**config.mk**
```make
export PLATFORM = sky130hd
export DESIGN_NAME = touch_coordinate_conditioner_core
export DESIGN_NICKNAME = d
export VERILOG_FILES = /design/src/hw/rtl/tcc_pkg.sv /design/src/hw/rtl/tcc_serial_mul.sv /design/src/hw/rtl/tcc_serial_div.sv /design/src/hw/rtl/tcc_axis_lane.sv /design/src/hw/rtl/touch_coordinate_conditioner_core.sv
export SDC_FILE = /design/constraint.sdc
export NUM_CORES = 1
export LEC_CHECK = 0
export ABC_CLOCK_PERIOD_IN_PS = 5800
export BUFFER_PORTS_ARGS = -buffer_cell sky130_fd_sc_hd__buf_4
export CELL_PAD_IN_SITES_DETAIL_PLACEMENT = 1
export CELL_PAD_IN_SITES_GLOBAL_PLACEMENT = 2
export CORE_MARGIN = 10
export CORE_UTILIZATION = 41
export CTS_CLUSTER_SIZE = 25
export DETAILED_ROUTE_END_ITERATION = 10
export GPL_ROUTABILITY_DRIVEN = 0
export PLACE_DENSITY = 0.89
export SLEW_MARGIN = 20
export SYNTH_ARGS = -nofsm -noshare
export SYNTH_HDL_FRONTEND = slang
export SYNTH_HIERARCHICAL = 1
export SYNTH_SLANG_ARGS = --single-unit
```
**constraint.sdc**
```tcl
create_clock -name clock -period 5.8 [get_ports clock]
set_clock_uncertainty 0.2 [all_clocks]
set_input_delay 0.29 -clock clock [delete_from_list [all_inputs] [get_ports clock]]
set_output_delay 0.29 -clock clock [all_outputs]
set_load 0.01 [all_outputs]
```
**src/hw/rtl/tcc_pkg.sv**
```systemverilog
// ----------------------------------------------------------------------------
// tcc_pkg
// shared widths, register map, reset values and lane control types for the
// touch coordinate conditioner
// ----------------------------------------------------------------------------
package tcc_pkg;

   localparam int COORD_W = 12;
   localparam int OPT_W   = 4;
   localparam int PROD_W  = 2 * COORD_W;
   localparam int ADDR_W  = 5;
   localparam int DATA_W  = 32;
   localparam int IDX_W   = 3;

   localparam logic [COORD_W-1:0] COORD_MAX = {COORD_W{1'b1}};

   // register indexes
   localparam logic [IDX_W-1:0] REG_X_OFFSET      = 3'd0;
   localparam logic [IDX_W-1:0] REG_Y_OFFSET      = 3'd1;
   localparam logic [IDX_W-1:0] REG_X_TOP         = 3'd2;
   localparam logic [IDX_W-1:0] REG_Y_TOP         = 3'd3;
   localparam logic [IDX_W-1:0] REG_SCREEN_WIDTH  = 3'd4;
   localparam logic [IDX_W-1:0] REG_SCREEN_HEIGHT = 3'd5;
   localparam logic [IDX_W-1:0] REG_OPTIONS       = 3'd6;

   // register reset values
   localparam logic [COORD_W-1:0] RST_X_OFFSET      = 12'd300;
   localparam logic [COORD_W-1:0] RST_Y_OFFSET      = 12'd200;
   localparam logic [COORD_W-1:0] RST_X_TOP         = 12'd3800;
   localparam logic [COORD_W-1:0] RST_Y_TOP         = 12'd3800;
   localparam logic [COORD_W-1:0] RST_SCREEN_WIDTH  = 12'd320;
   localparam logic [COORD_W-1:0] RST_SCREEN_HEIGHT = 12'd240;
   localparam logic [OPT_W-1:0]   RST_OPTIONS       = 4'd0;

   // option bits
   localparam int OPT_SWAP     = 0;
   localparam int OPT_INVERT_X = 1;
   localparam int OPT_INVERT_Y = 2;
   localparam int OPT_AVERAGE  = 3;

   typedef struct packed {
      logic start;
      logic invert;
      logic avg_en;
      logic full;
   } lane_ctrl_type;

   typedef struct packed {
      logic               busy;
      logic [COORD_W-1:0] pos;
   } lane_stat_type;

endpackage

```
**src/hw/rtl/tcc_serial_mul.sv**
```systemverilog
// ----------------------------------------------------------------------------
// tcc_serial_mul
// bit-serial shift-add multiplier, one multiplier bit per cycle
// ----------------------------------------------------------------------------
module tcc_serial_mul (
   input  logic                          clock,
   input  logic                          reset,
   input  logic                          start,
   input  logic [tcc_pkg::COORD_W-1:0]   mcand,
   input  logic [tcc_pkg::COORD_W-1:0]   mplier,
   output logic                          busy,
   output logic [tcc_pkg::PROD_W-1:0]    product
);
   import tcc_pkg::*;

   localparam int CNT_W = $clog2(COORD_W);

   logic               busy_ff, busy_in;
   logic [CNT_W-1:0]   cnt_ff, cnt_in;
   logic [COORD_W-1:0] hi_ff, hi_in;
   logic [COORD_W-1:0] lo_ff, lo_in;
   logic [COORD_W-1:0] mcand_ff, mcand_in;
   logic [COORD_W:0]   partial;

   assign partial = {1'b0, hi_ff} + (lo_ff[0] ? {1'b0, mcand_ff} : '0);

   always_comb begin
      busy_in  = busy_ff;
      cnt_in   = cnt_ff;
      hi_in    = hi_ff;
      lo_in    = lo_ff;
      mcand_in = mcand_ff;
      if (start) begin
         busy_in  = 1'b1;
         cnt_in   = '0;
         hi_in    = '0;
         lo_in    = mplier;
         mcand_in = mcand;
      end else if (busy_ff) begin
         hi_in  = partial[COORD_W:1];
         lo_in  = {partial[0], lo_ff[COORD_W-1:1]};
         cnt_in = cnt_ff + 1'b1;
         if (cnt_ff == CNT_W'(COORD_W - 1)) begin
            busy_in = 1'b0;
         end
      end
   end

   always_ff @(posedge clock) begin
      if (reset) begin
         busy_ff <= 1'b0;
         cnt_ff  <= '0;
      end else begin
         busy_ff <= busy_in;
         cnt_ff  <= cnt_in;
      end
      hi_ff    <= hi_in;
      lo_ff    <= lo_in;
      mcand_ff <= mcand_in;
   end

   assign busy    = busy_ff;
   assign product = {hi_ff, lo_ff};

endmodule

```
**src/hw/rtl/tcc_serial_div.sv**
```systemverilog
// ----------------------------------------------------------------------------
// tcc_serial_div
// restoring divider, one quotient bit per cycle; the upper dividend half
// must already be below the divisor so the quotient fits in twelve bits
// ----------------------------------------------------------------------------
module tcc_serial_div (
   input  logic                          clock,
   input  logic                          reset,
   input  logic                          start,
   input  logic [tcc_pkg::COORD_W-1:0]   dividend_hi,
   input  logic [tcc_pkg::COORD_W-1:0]   dividend_lo,
   input  logic [tcc_pkg::COORD_W-1:0]   divisor,
   output logic                          busy,
   output logic [tcc_pkg::COORD_W-1:0]   quotient
);
   import tcc_pkg::*;

   localparam int CNT_W = $clog2(COORD_W);

   logic               busy_ff, busy_in;
   logic [CNT_W-1:0]   cnt_ff, cnt_in;
   logic [COORD_W-1:0] rem_ff, rem_in;
   logic [COORD_W-1:0] shf_ff, shf_in;
   logic [COORD_W-1:0] dvs_ff, dvs_in;
   logic [COORD_W:0]   shifted;
   logic [COORD_W:0]   trial;
   logic               fits;

   assign shifted = {rem_ff, shf_ff[COORD_W-1]};
   assign trial   = shifted - {1'b0, dvs_ff};
   assign fits    = (shifted >= {1'b0, dvs_ff});

   always_comb begin
      busy_in = busy_ff;
      cnt_in  = cnt_ff;
      rem_in  = rem_ff;
      shf_in  = shf_ff;
      dvs_in  = dvs_ff;
      if (start) begin
         busy_in = 1'b1;
         cnt_in  = '0;
         rem_in  = dividend_hi;
         shf_in  = dividend_lo;
         dvs_in  = divisor;
      end else if (busy_ff) begin
         rem_in = fits ? trial[COORD_W-1:0] : shifted[COORD_W-1:0];
         shf_in = {shf_ff[COORD_W-2:0], fits};
         cnt_in = cnt_ff + 1'b1;
         if (cnt_ff == CNT_W'(COORD_W - 1)) begin
            busy_in = 1'b0;
         end
      end
   end

   always_ff @(posedge clock) begin
      if (reset) begin
         busy_ff <= 1'b0;
         cnt_ff  <= '0;
      end else begin
         busy_ff <= busy_in;
         cnt_ff  <= cnt_in;
      end
      rem_ff <= rem_in;
      shf_ff <= shf_in;
      dvs_ff <= dvs_in;
   end

   assign busy     = busy_ff;
   assign quotient = shf_ff;

endmodule

```
**src/hw/rtl/tcc_axis_lane.sv**
```systemverilog
// ----------------------------------------------------------------------------
// tcc_axis_lane
// one axis: offset, serial scale by resolution over span, inversion and the
// moving-average window with its running sum
// ----------------------------------------------------------------------------
module tcc_axis_lane #(
   parameter int WINDOW_DEPTH = 4
) (
   input  logic                                   clock,
   input  logic                                   reset,
   input  tcc_pkg::lane_ctrl_type                 ctrl,
   input  logic [tcc_pkg::COORD_W-1:0]            raw,
   input  logic [tcc_pkg::COORD_W-1:0]            offset,
   input  logic [tcc_pkg::COORD_W-1:0]            far_val,
   input  logic [tcc_pkg::COORD_W-1:0]            res,
   input  logic [$clog2(WINDOW_DEPTH+1)-1:0]      fill,
   output tcc_pkg::lane_stat_type                 stat
);
   import tcc_pkg::*;

   localparam int FILL_W = $clog2(WINDOW_DEPTH + 1);
   localparam int SUM_W  = COORD_W + FILL_W;

   localparam logic [2:0] LS_IDLE   = 3'd0;
   localparam logic [2:0] LS_MUL    = 3'd1;
   localparam logic [2:0] LS_DIV    = 3'd2;
   localparam logic [2:0] LS_POST   = 3'd3;
   localparam logic [2:0] LS_AVG_GO = 3'd4;
   localparam logic [2:0] LS_AVG    = 3'd5;

   logic [2:0]         state_ff, state_in;
   logic               inv_ff, inv_in;
   logic               avg_ff, avg_in;
   logic               full_ff, full_in;
   logic [COORD_W-1:0] span_ff, span_in;
   logic [COORD_W-1:0] res_ff, res_in;
   logic [COORD_W-1:0] scaled_ff, scaled_in;
   logic [COORD_W-1:0] pos_ff, pos_in;
   logic [SUM_W-1:0]   sum_ff, sum_in;
   logic [COORD_W-1:0] win_ff [WINDOW_DEPTH];
   logic               win_shift;

   logic [COORD_W-1:0] delta;
   logic [COORD_W-1:0] span_now;
   logic [COORD_W-1:0] flipped;
   logic [COORD_W-1:0] oldest;
   logic               saturate;

   logic               mul_start, mul_busy;
   logic [PROD_W-1:0]  product;
   logic               div_start, div_busy;
   logic [COORD_W-1:0] div_hi, div_lo, div_dvs, quotient;

   // clamped offset subtraction and span
   assign delta    = (raw > offset) ? (raw - offset) : '0;
   assign span_now = (far_val > offset) ? (far_val - offset) : '0;

   // quotient would reach 4096 when the upper product half is not below span
   assign saturate = (span_ff == '0) || (product[PROD_W-1:COORD_W] >= span_ff);
   assign flipped  = inv_ff ? ((res_ff > scaled_ff) ? (res_ff - scaled_ff) : '0)
                            : scaled_ff;
   assign oldest   = full_ff ? win_ff[WINDOW_DEPTH-1] : '0;

   assign mul_start = (state_ff == LS_IDLE) && ctrl.start;
   assign div_start = ((state_ff == LS_MUL) && !mul_busy && !saturate) ||
                      (state_ff == LS_AVG_GO);

   always_comb begin
      if (state_ff == LS_MUL) begin
         div_hi  = product[PROD_W-1:COORD_W];
         div_lo  = product[COORD_W-1:0];
         div_dvs = span_ff;
      end else begin
         div_hi  = COORD_W'(sum_ff >> COORD_W);
         div_lo  = sum_ff[COORD_W-1:0];
         div_dvs = COORD_W'(fill);
      end
   end

   always_comb begin
      state_in  = state_ff;
      inv_in    = inv_ff;
      avg_in    = avg_ff;
      full_in   = full_ff;
      span_in   = span_ff;
      res_in    = res_ff;
      scaled_in = scaled_ff;
      pos_in    = pos_ff;
      sum_in    = sum_ff;
      win_shift = 1'b0;
      unique case (state_ff)
         LS_IDLE: begin
            if (ctrl.start) begin
               inv_in   = ctrl.invert;
               avg_in   = ctrl.avg_en;
               full_in  = ctrl.full;
               span_in  = span_now;
               res_in   = res;
               state_in = LS_MUL;
            end
         end
         LS_MUL: begin
            if (!mul_busy) begin
               if (saturate) begin
                  scaled_in = COORD_MAX;
                  state_in  = LS_POST;
               end else begin
                  state_in = LS_DIV;
               end
            end
         end
         LS_DIV: begin
            if (!div_busy) begin
               scaled_in = quotient;
               state_in  = LS_POST;
            end
         end
         LS_POST: begin
            if (avg_ff) begin
               sum_in    = SUM_W'(sum_ff + SUM_W'(flipped) - SUM_W'(oldest));
               win_shift = 1'b1;
               state_in  = LS_AVG_GO;
            end else begin
               pos_in   = flipped;
               state_in = LS_IDLE;
            end
         end
         LS_AVG_GO: begin
            state_in = LS_AVG;
         end
         LS_AVG: begin
            if (!div_busy) begin
               pos_in   = quotient;
               state_in = LS_IDLE;
            end
         end
         default: begin
            state_in = LS_IDLE;
         end
      endcase
   end

   always_ff @(posedge clock) begin
      if (reset) begin
         state_ff <= LS_IDLE;
         sum_ff   <= '0;
      end else begin
         state_ff <= state_in;
         sum_ff   <= sum_in;
      end
      inv_ff    <= inv_in;
      avg_ff    <= avg_in;
      full_ff   <= full_in;
      span_ff   <= span_in;
      res_ff    <= res_in;
      scaled_ff <= scaled_in;
      pos_ff    <= pos_in;
   end

   // window shift line, newest at the head
   always_ff @(posedge clock) begin
      if (win_shift) begin
         win_ff[0] <= flipped;
         for (int i = 1; i < WINDOW_DEPTH; i++) begin
            win_ff[i] <= win_ff[i-1];
         end
      end
   end

   tcc_serial_mul u_mul (
      .clock   (clock),
      .reset   (reset),
      .start   (mul_start),
      .mcand   (delta),
      .mplier  (res),
      .busy    (mul_busy),
      .product (product)
   );

   tcc_serial_div u_div (
      .clock       (clock),
      .reset       (reset),
      .start       (div_start),
      .dividend_hi (div_hi),
      .dividend_lo (div_lo),
      .divisor     (div_dvs),
      .busy        (div_busy),
      .quotient    (quotient)
   );

   assign stat.busy = (state_ff != LS_IDLE);
   assign stat.pos  = pos_ff;

endmodule

```
**src/hw/rtl/touch_coordinate_conditioner_core.sv**
```systemverilog
// ----------------------------------------------------------------------------
// touch_coordinate_conditioner_core
// turns raw resistive touch sample pairs into calibrated, optionally
// averaged screen coordinates
// ----------------------------------------------------------------------------
// A released request (pen_down low) answers with pressed low and the last
// pressed point through the pending and output registers. Pressed requests
// are folded into a running accumulator register; the one flagged last_pair
// then runs through two identical axis lanes in parallel, each a twelve-step
// bit-serial multiply by the resolution followed by a twelve-step
// bit-serial divide by the span. When the moving average is on, a point
// also runs a third twelve-step divide by the window fill count. A
// saturated axis skips its span divide. The block takes one request at a
// time; a finished result sits in the output register, so the next request
// can be taken while it waits. The averaging window is a shift line of
// WINDOW_DEPTH entries per axis with a running sum; no clearing pass is
// needed after reset.
// ----------------------------------------------------------------------------
module touch_coordinate_conditioner_core #(
   parameter int WINDOW_DEPTH = 4
) (
   input  logic                           clock,
   input  logic                           reset,
   // request channel
   input  logic                           req_valid,
   output logic                           req_stall,
   input  logic                           req_pen_down,
   input  logic [tcc_pkg::COORD_W-1:0]    req_raw_x,
   input  logic [tcc_pkg::COORD_W-1:0]    req_raw_y,
   input  logic                           req_first_pair,
   input  logic                           req_last_pair,
   // result channel
   output logic                           rsp_valid,
   input  logic                           rsp_stall,
   output logic                           rsp_pressed,
   output logic [tcc_pkg::COORD_W-1:0]    rsp_pos_x,
   output logic [tcc_pkg::COORD_W-1:0]    rsp_pos_y,
   // register port
   input  logic                           psel,
   input  logic                           penable,
   input  logic                           pwrite,
   input  logic [tcc_pkg::ADDR_W-1:0]     paddr,
   input  logic [tcc_pkg::DATA_W-1:0]     pwdata,
   output logic [tcc_pkg::DATA_W-1:0]     prdata,
   output logic                           pready
);
   import tcc_pkg::*;

   localparam int FILL_W = $clog2(WINDOW_DEPTH + 1);

   // sequencer states
   localparam logic [1:0] ST_IDLE  = 2'd0;
   localparam logic [1:0] ST_START = 2'd1;
   localparam logic [1:0] ST_WAIT  = 2'd2;
   localparam logic [1:0] ST_EMIT  = 2'd3;

   // configuration registers
   logic [COORD_W-1:0] x_offset_ff, y_offset_ff, x_top_ff, y_top_ff;
   logic [COORD_W-1:0] width_ff, height_ff;
   logic [OPT_W-1:0]   options_ff;
   logic               csr_write;
   logic [IDX_W-1:0]   csr_index;

   // request-side state
   logic [1:0]         state_ff, state_in;
   logic [COORD_W-1:0] accum_x_ff, accum_x_in;
   logic [COORD_W-1:0] accum_y_ff, accum_y_in;
   logic [COORD_W-1:0] held_x_ff, held_x_in;
   logic [COORD_W-1:0] held_y_ff, held_y_in;
   logic [FILL_W-1:0]  fill_ff, fill_in;
   logic               pend_pressed_ff, pend_pressed_in;
   logic [COORD_W-1:0] pend_x_ff, pend_x_in;
   logic [COORD_W-1:0] pend_y_ff, pend_y_in;
   logic [COORD_W:0]   mix_x, mix_y;
   logic               req_take;
   logic               window_full;

   // output register
   logic               rsp_valid_ff, rsp_valid_in;
   logic               rsp_pressed_ff, rsp_pressed_in;
   logic [COORD_W-1:0] rsp_x_ff, rsp_x_in;
   logic [COORD_W-1:0] rsp_y_ff, rsp_y_in;
   logic               out_free;

   // lanes
   lane_ctrl_type      ctrl_x, ctrl_y;
   lane_stat_type      stat_x, stat_y;
   logic [COORD_W-1:0] lane_raw_x, lane_raw_y;

   // ---------------------------------------------------------------------
   // register port: writes on the access phase, reads decoded directly
   // ---------------------------------------------------------------------
   assign pready    = 1'b1;
   assign csr_write = psel && penable && pwrite && pready;
   assign csr_index = paddr[ADDR_W-1:2];

   always_ff @(posedge clock) begin
      if (reset) begin
         x_offset_ff <= RST_X_OFFSET;
         y_offset_ff <= RST_Y_OFFSET;
         x_top_ff    <= RST_X_TOP;
         y_top_ff    <= RST_Y_TOP;
         width_ff    <= RST_SCREEN_WIDTH;
         height_ff   <= RST_SCREEN_HEIGHT;
         options_ff  <= RST_OPTIONS;
      end else if (csr_write) begin
         unique case (csr_index)
            REG_X_OFFSET:      x_offset_ff <= pwdata[COORD_W-1:0];
            REG_Y_OFFSET:      y_offset_ff <= pwdata[COORD_W-1:0];
            REG_X_TOP:         x_top_ff    <= pwdata[COORD_W-1:0];
            REG_Y_TOP:         y_top_ff    <= pwdata[COORD_W-1:0];
            REG_SCREEN_WIDTH:  width_ff    <= pwdata[COORD_W-1:0];
            REG_SCREEN_HEIGHT: height_ff   <= pwdata[COORD_W-1:0];
            REG_OPTIONS:       options_ff  <= pwdata[OPT_W-1:0];
            default: begin
               // unmapped index, write dropped
            end
         endcase
      end
   end

   always_comb begin
      unique case (csr_index)
         REG_X_OFFSET:      prdata = DATA_W'(x_offset_ff);
         REG_Y_OFFSET:      prdata = DATA_W'(y_offset_ff);
         REG_X_TOP:         prdata = DATA_W'(x_top_ff);
         REG_Y_TOP:         prdata = DATA_W'(y_top_ff);
         REG_SCREEN_WIDTH:  prdata = DATA_W'(width_ff);
         REG_SCREEN_HEIGHT: prdata = DATA_W'(height_ff);
         REG_OPTIONS:       prdata = DATA_W'(options_ff);
         default:           prdata = '0;
      endcase
   end

   // ---------------------------------------------------------------------
   // request side: accumulate pairs, launch the lanes on the last pair
   // ---------------------------------------------------------------------
   assign req_stall = (state_ff != ST_IDLE);
   assign req_take  = req_valid && !req_stall;

   // truncating average of accumulator and new sample
   assign mix_x = {1'b0, accum_x_ff} + {1'b0, req_raw_x};
   assign mix_y = {1'b0, accum_y_ff} + {1'b0, req_raw_y};

   assign window_full = (fill_ff == FILL_W'(WINDOW_DEPTH));
   assign out_free    = !rsp_valid_ff || !rsp_stall;

   // optional axis swap ahead of calibration
   assign lane_raw_x = options_ff[OPT_SWAP] ? accum_y_ff : accum_x_ff;
   assign lane_raw_y = options_ff[OPT_SWAP] ? accum_x_ff : accum_y_ff;

   always_comb begin
      ctrl_x.start  = (state_ff == ST_START);
      ctrl_x.invert = options_ff[OPT_INVERT_X];
      ctrl_x.avg_en = options_ff[OPT_AVERAGE];
      ctrl_x.full   = window_full;
      ctrl_y.start  = (state_ff == ST_START);
      ctrl_y.invert = options_ff[OPT_INVERT_Y];
      ctrl_y.avg_en = options_ff[OPT_AVERAGE];
      ctrl_y.full   = window_full;
   end

   always_comb begin
      state_in        = state_ff;
      accum_x_in      = accum_x_ff;
      accum_y_in      = accum_y_ff;
      held_x_in       = held_x_ff;
      held_y_in       = held_y_ff;
      fill_in         = fill_ff;
      pend_pressed_in = pend_pressed_ff;
      pend_x_in       = pend_x_ff;
      pend_y_in       = pend_y_ff;
      rsp_valid_in    = rsp_valid_ff && rsp_stall;
      rsp_pressed_in  = rsp_pressed_ff;
      rsp_x_in        = rsp_x_ff;
      rsp_y_in        = rsp_y_ff;
      unique case (state_ff)
         ST_IDLE: begin
            if (req_take) begin
               if (!req_pen_down) begin
                  // released: repeat the last pressed point
                  pend_pressed_in = 1'b0;
                  pend_x_in       = held_x_ff;
                  pend_y_in       = held_y_ff;
                  state_in        = ST_EMIT;
               end else begin
                  if (req_first_pair) begin
                     accum_x_in = req_raw_x;
                     accum_y_in = req_raw_y;
                  end else if (req_raw_x != '0 && req_raw_y != '0) begin
                     accum_x_in = mix_x[COORD_W:1];
                     accum_y_in = mix_y[COORD_W:1];
                  end
                  if (req_last_pair) begin
                     state_in = ST_START;
                  end
               end
            end
         end
         ST_START: begin
            // lanes latch their inputs here; the fill count moves with them
            if (options_ff[OPT_AVERAGE] && !window_full) begin
               fill_in = fill_ff + 1'b1;
            end
            state_in = ST_WAIT;
         end
         ST_WAIT: begin
            if (!stat_x.busy && !stat_y.busy) begin
               pend_pressed_in = 1'b1;
               pend_x_in       = stat_x.pos;
               pend_y_in       = stat_y.pos;
               state_in        = ST_EMIT;
            end
         end
         ST_EMIT: begin
            if (out_free) begin
               rsp_valid_in   = 1'b1;
               rsp_pressed_in = pend_pressed_ff;
               rsp_x_in       = pend_x_ff;
               rsp_y_in       = pend_y_ff;
               if (pend_pressed_ff) begin
                  held_x_in = pend_x_ff;
                  held_y_in = pend_y_ff;
               end
               state_in = ST_IDLE;
            end
         end
         default: begin
            state_in = ST_IDLE;
         end
      endcase
   end

   always_ff @(posedge clock) begin
      if (reset) begin
         state_ff     <= ST_IDLE;
         accum_x_ff   <= '0;
         accum_y_ff   <= '0;
         held_x_ff    <= '0;
         held_y_ff    <= '0;
         fill_ff      <= '0;
         rsp_valid_ff <= 1'b0;
      end else begin
         state_ff     <= state_in;
         accum_x_ff   <= accum_x_in;
         accum_y_ff   <= accum_y_in;
         held_x_ff    <= held_x_in;
         held_y_ff    <= held_y_in;
         fill_ff      <= fill_in;
         rsp_valid_ff <= rsp_valid_in;
      end
      pend_pressed_ff <= pend_pressed_in;
      pend_x_ff       <= pend_x_in;
      pend_y_ff       <= pend_y_in;
      rsp_pressed_ff  <= rsp_pressed_in;
      rsp_x_ff        <= rsp_x_in;
      rsp_y_ff        <= rsp_y_in;
   end

   // ---------------------------------------------------------------------
   // axis lanes, x settings follow the swapped x value
   // ---------------------------------------------------------------------
   tcc_axis_lane #(
      .WINDOW_DEPTH (WINDOW_DEPTH)
   ) u_lane_x (
      .clock   (clock),
      .reset   (reset),
      .ctrl    (ctrl_x),
      .raw     (lane_raw_x),
      .offset  (x_offset_ff),
      .far_val (x_top_ff),
      .res     (width_ff),
      .fill    (fill_ff),
      .stat    (stat_x)
   );

   tcc_axis_lane #(
      .WINDOW_DEPTH (WINDOW_DEPTH)
   ) u_lane_y (
      .clock   (clock),
      .reset   (reset),
      .ctrl    (ctrl_y),
      .raw     (lane_raw_y),
      .offset  (y_offset_ff),
      .far_val (y_top_ff),
      .res     (height_ff),
      .fill    (fill_ff),
      .stat    (stat_y)
   );

   // result outputs
   assign rsp_valid   = rsp_valid_ff;
   assign rsp_pressed = rsp_pressed_ff;
   assign rsp_pos_x   = rsp_x_ff;
   assign rsp_pos_y   = rsp_y_ff;

endmodule

```
==> results.yml <==
global_routing:
  antenna_found_initial: 5
  grt_pass1_vias: 27080
  grt_max_degree: 140
  grt_usage: 0.2068
  overflow: 0
  grt_pass1_wl_um: 155200
clocking:
  clk_path_buf_depth: 3
  cts_setup_buffers: 0
  clk_latency_ps: 620
  htreeDepth: 3
  cts.root.buffer_cell: "clkbuf_16"
  cts_sinks: 578
  clk_pin_slew_ps: 60
  cts_buffers: 68
  cts_tree: "done"
sta:
  max_freq_ghz: 0.1871
  drv_slew: 0
  rsz0062_at_grt: "false"
  setup_viol_count_final: 0
  finalHoldViolCount: 0
  setup-tns-final_ps: 0
  fin_crit_ps: 5346
  setup_ws_ps: 454.4
  timing.final.crit_share: 0.9217
  worst_pin_slew_ps: 1120
  whs_ps: 34.12
  relSlewSlack: 0.2531
routing:
  routedWlPerCell_um: 21.81
  dr.pass1.iters: 5
  vias_per_cell: 5.653
  ant_nets: 0
  route.detailed.drc: 0
  wirelength_um: 99920
  drt_iter0_markers: 1522
  via_count: 25900
placed_design:
  portBuffers: 87
  dp_hpwl_um: 72100
  post-place-ws_ps: 659.3
  dp_cells: 4398
synth:
  ys.flop_type: "edfxtp_1"
  synth_seq_cells: 578
  syn_area_per_cell_um2: 10.09
  yosysUniqueCellTypes: 116
  synth-edff-count: 368
  async_flop_share: 0
  ys_seq_area_frac: 0.4506
  synth_area_mm2: 0.03385
  ys_warn_count: 6
  syn_inst: 3354
power_and_ir_drop:
  power_leakage_nw: 14.89
  power_mw: 18.24
  peakVddDrop_mv: 0.5060
  pwr_density_cell_mw_per_mm2: 478.1
worst_setup_path:
  path_cells: "ha_1 > fa_1 > nand2b_1 > a21boi_2 > o21ai_2 > a22oi_2 > nand2_2 > o22ai_1 > inv_1 > fa_1 > inv_1 > ha_1 > nand2_1 > o21ai_0 > a41oi_1 > o21ai_0 > o21ai_0 > xor2_1 > a211oi_1"
  cp_max_fo: 8
  worst_setup_path_end_kind: "register"
  critPathTopFamily: "compound AO/OA/AOI/OAI gates"
  cpPeakStageDelay_ps: 520
  path_class: "register to register"
  worst_path_most_repeated_cell: "o21ai_0"
  crit_required_ps: 6120
  critPathArrivalTime_ps: 5670
  startpoint_type: "register"
  path_buf_inv: 2
  crit_path_start: "u_lane_y/scaled_ff[0]"
  slowest_stage: "fa_1"
  reg2reg_from: "u_lane_y/scaled_ff[0]"
finish:
  fillers: 9187
  regArea_mm2: 0.01525
  multi_input_area_mm2: 0.01694
  stdcell_count: 4581
  final_common_cell: "edfxtp_1"
  nNetsFinal: 3766
  layout-drive-gt1-share: 0.1266
  syn2layout_area_growth_pct: 12.71
  final_cell_mix: "edfxtp_1, nand2_1, inv_1, a21oi_1, nor2_1"
hold_path:
  min_from: "req_last_pair"
  min_path_type: "input pin to register"
die:
  dieWidth_um: 307.3
  dieArea_mm2: 0.09446
  die_h_um: 307.3
  start_util: 0.4129
  core-area_mm2: 0.08198
  fp-row-count: 105
  io_pins: 131
status:
  status: "completed"
flow_run:
  drv_cap: 0
-- area by class of cell --
class,instances,area share
diodes,5,0.0003279
clock buffers,101,0.05191
clock inverters,22,0.005378
inverters,261,0.02568
multi-input cells,2372,0.4439
flip-flops and latches,578,0.3998
well taps,1070,0.03509
repair buffers,172,0.03788
-- repair_timing --
item	4_1_cts	5_1_grt
hold buffers	55	0
hold endpoints to repair	113	0
resized for setup	0	0
-- registers in the layout, indices dropped and copies added, names as in the netlist, 15 cells and up --
signal / count
u_lane_y/win_ff: 48
u_lane_x/sum_ff: 15
u_lane_y/sum_ff: 15
u_lane_x/win_ff: 48
-- through the flow --
stage	utilization	area, µm²
final	0.4654	38150
after global routing	0.4653	38150
after CTS	0.4650	38120
after detailed placement	0.4316	35380
after global placement	0.4316	35380
after floorplan	-	33920
-- logic make-up after synthesis --
group                      share of synthesized area
and+or+nand+nor                               0.1511
adders and majority gates                    0.09743
DFF                                           0.4506
buffers and inverters                        0.05322
xor gates and xnor gates                     0.02536
AOI/OAI and AO/OA                             0.1512
other                                      0.0002219
muxes                                        0.07078
-- worst min-delay path, stage by stage --
cell and delay (ps):
buf_4 110, o21ai_0 140, a21oi_1 110, nor2_1 90
a211oi_1 60
-- path summary, 6_finish.rpt --
| kind | to | slack (ps) | cells after the start |
|---|---|---|---|
| worst max-delay path | u_lane_y/sum_ff[13] | 450 | 19 |
| worst min-delay path | state_ff[1] | 30 | 5 |
| worst max register to register | u_lane_y/sum_ff[13] | 450 | 19 |
| worst min register to register | u_lane_x/win_ff[2][5] | 210 | 0 |
-- cell usage after synthesis (11+ instances only) --
cell type	n	share of area
edfxtp_1	368	0.33
nand2_1	351	0.039
inv_1	256	0.028
a21oi_1	239	0.035
nor2_1	230	0.026
dfxtp_1	210	0.12
ha_1	206	0.076
mux2_2	121	0.040
o21ai_0	119	0.018
mux2i_1	95	0.028
clkbuf_1	86	0.0095
and2_1	74	0.014
nor3_1	72	0.011
nand3_1	65	0.0096
xnor2_1	61	0.016
nand2b_1	52	0.0096
a21o_1	48	0.011
xor2_1	37	0.0096
fa_1	36	0.021
nor2b_1	34	0.0063
a211oi_1	30	0.0067
a31oi_1	27	0.0050
buf_2	27	0.0040
o21a_1	27	0.0060
buf_4	25	0.0055
and3_1	24	0.0044
nand4_1	22	0.0041
nor4_1	21	0.0039
or3_1	20	0.0037
a221oi_1	17	0.0044
o21bai_1	16	0.0035
o22ai_1	16	0.0030
a311oi_1	14	0.0036
nor3b_1	14	0.0031
o211ai_1	14	0.0031
or2_2	14	0.0026
buf_1	11	0.0012
-- metal layers --
metal | wire, µm | global-route usage | vias to the layer above
met5 | 0 | 0 | -
met4 | 2854 | 0.06627 | 0
met3 | 4286 | 0.03209 | 156
met2 | 48970 | 0.3573 | 481
met1 | 43800 | 0.2618 | 13010
li1 | - | - | 12250
-- report_power, final --
| part | leakage, nW | total, mW | switching (mW) | internal, mW |
|---|---|---|---|---|
| logic | 8.76 | 7.60 | 4.51 | 3.08 |
| clock network | 1.07 | 4.26 | 1.76 | 2.50 |
| registers | 5.06 | 6.38 | 0.671 | 5.71 |
(Power assumes the default switching activity.)
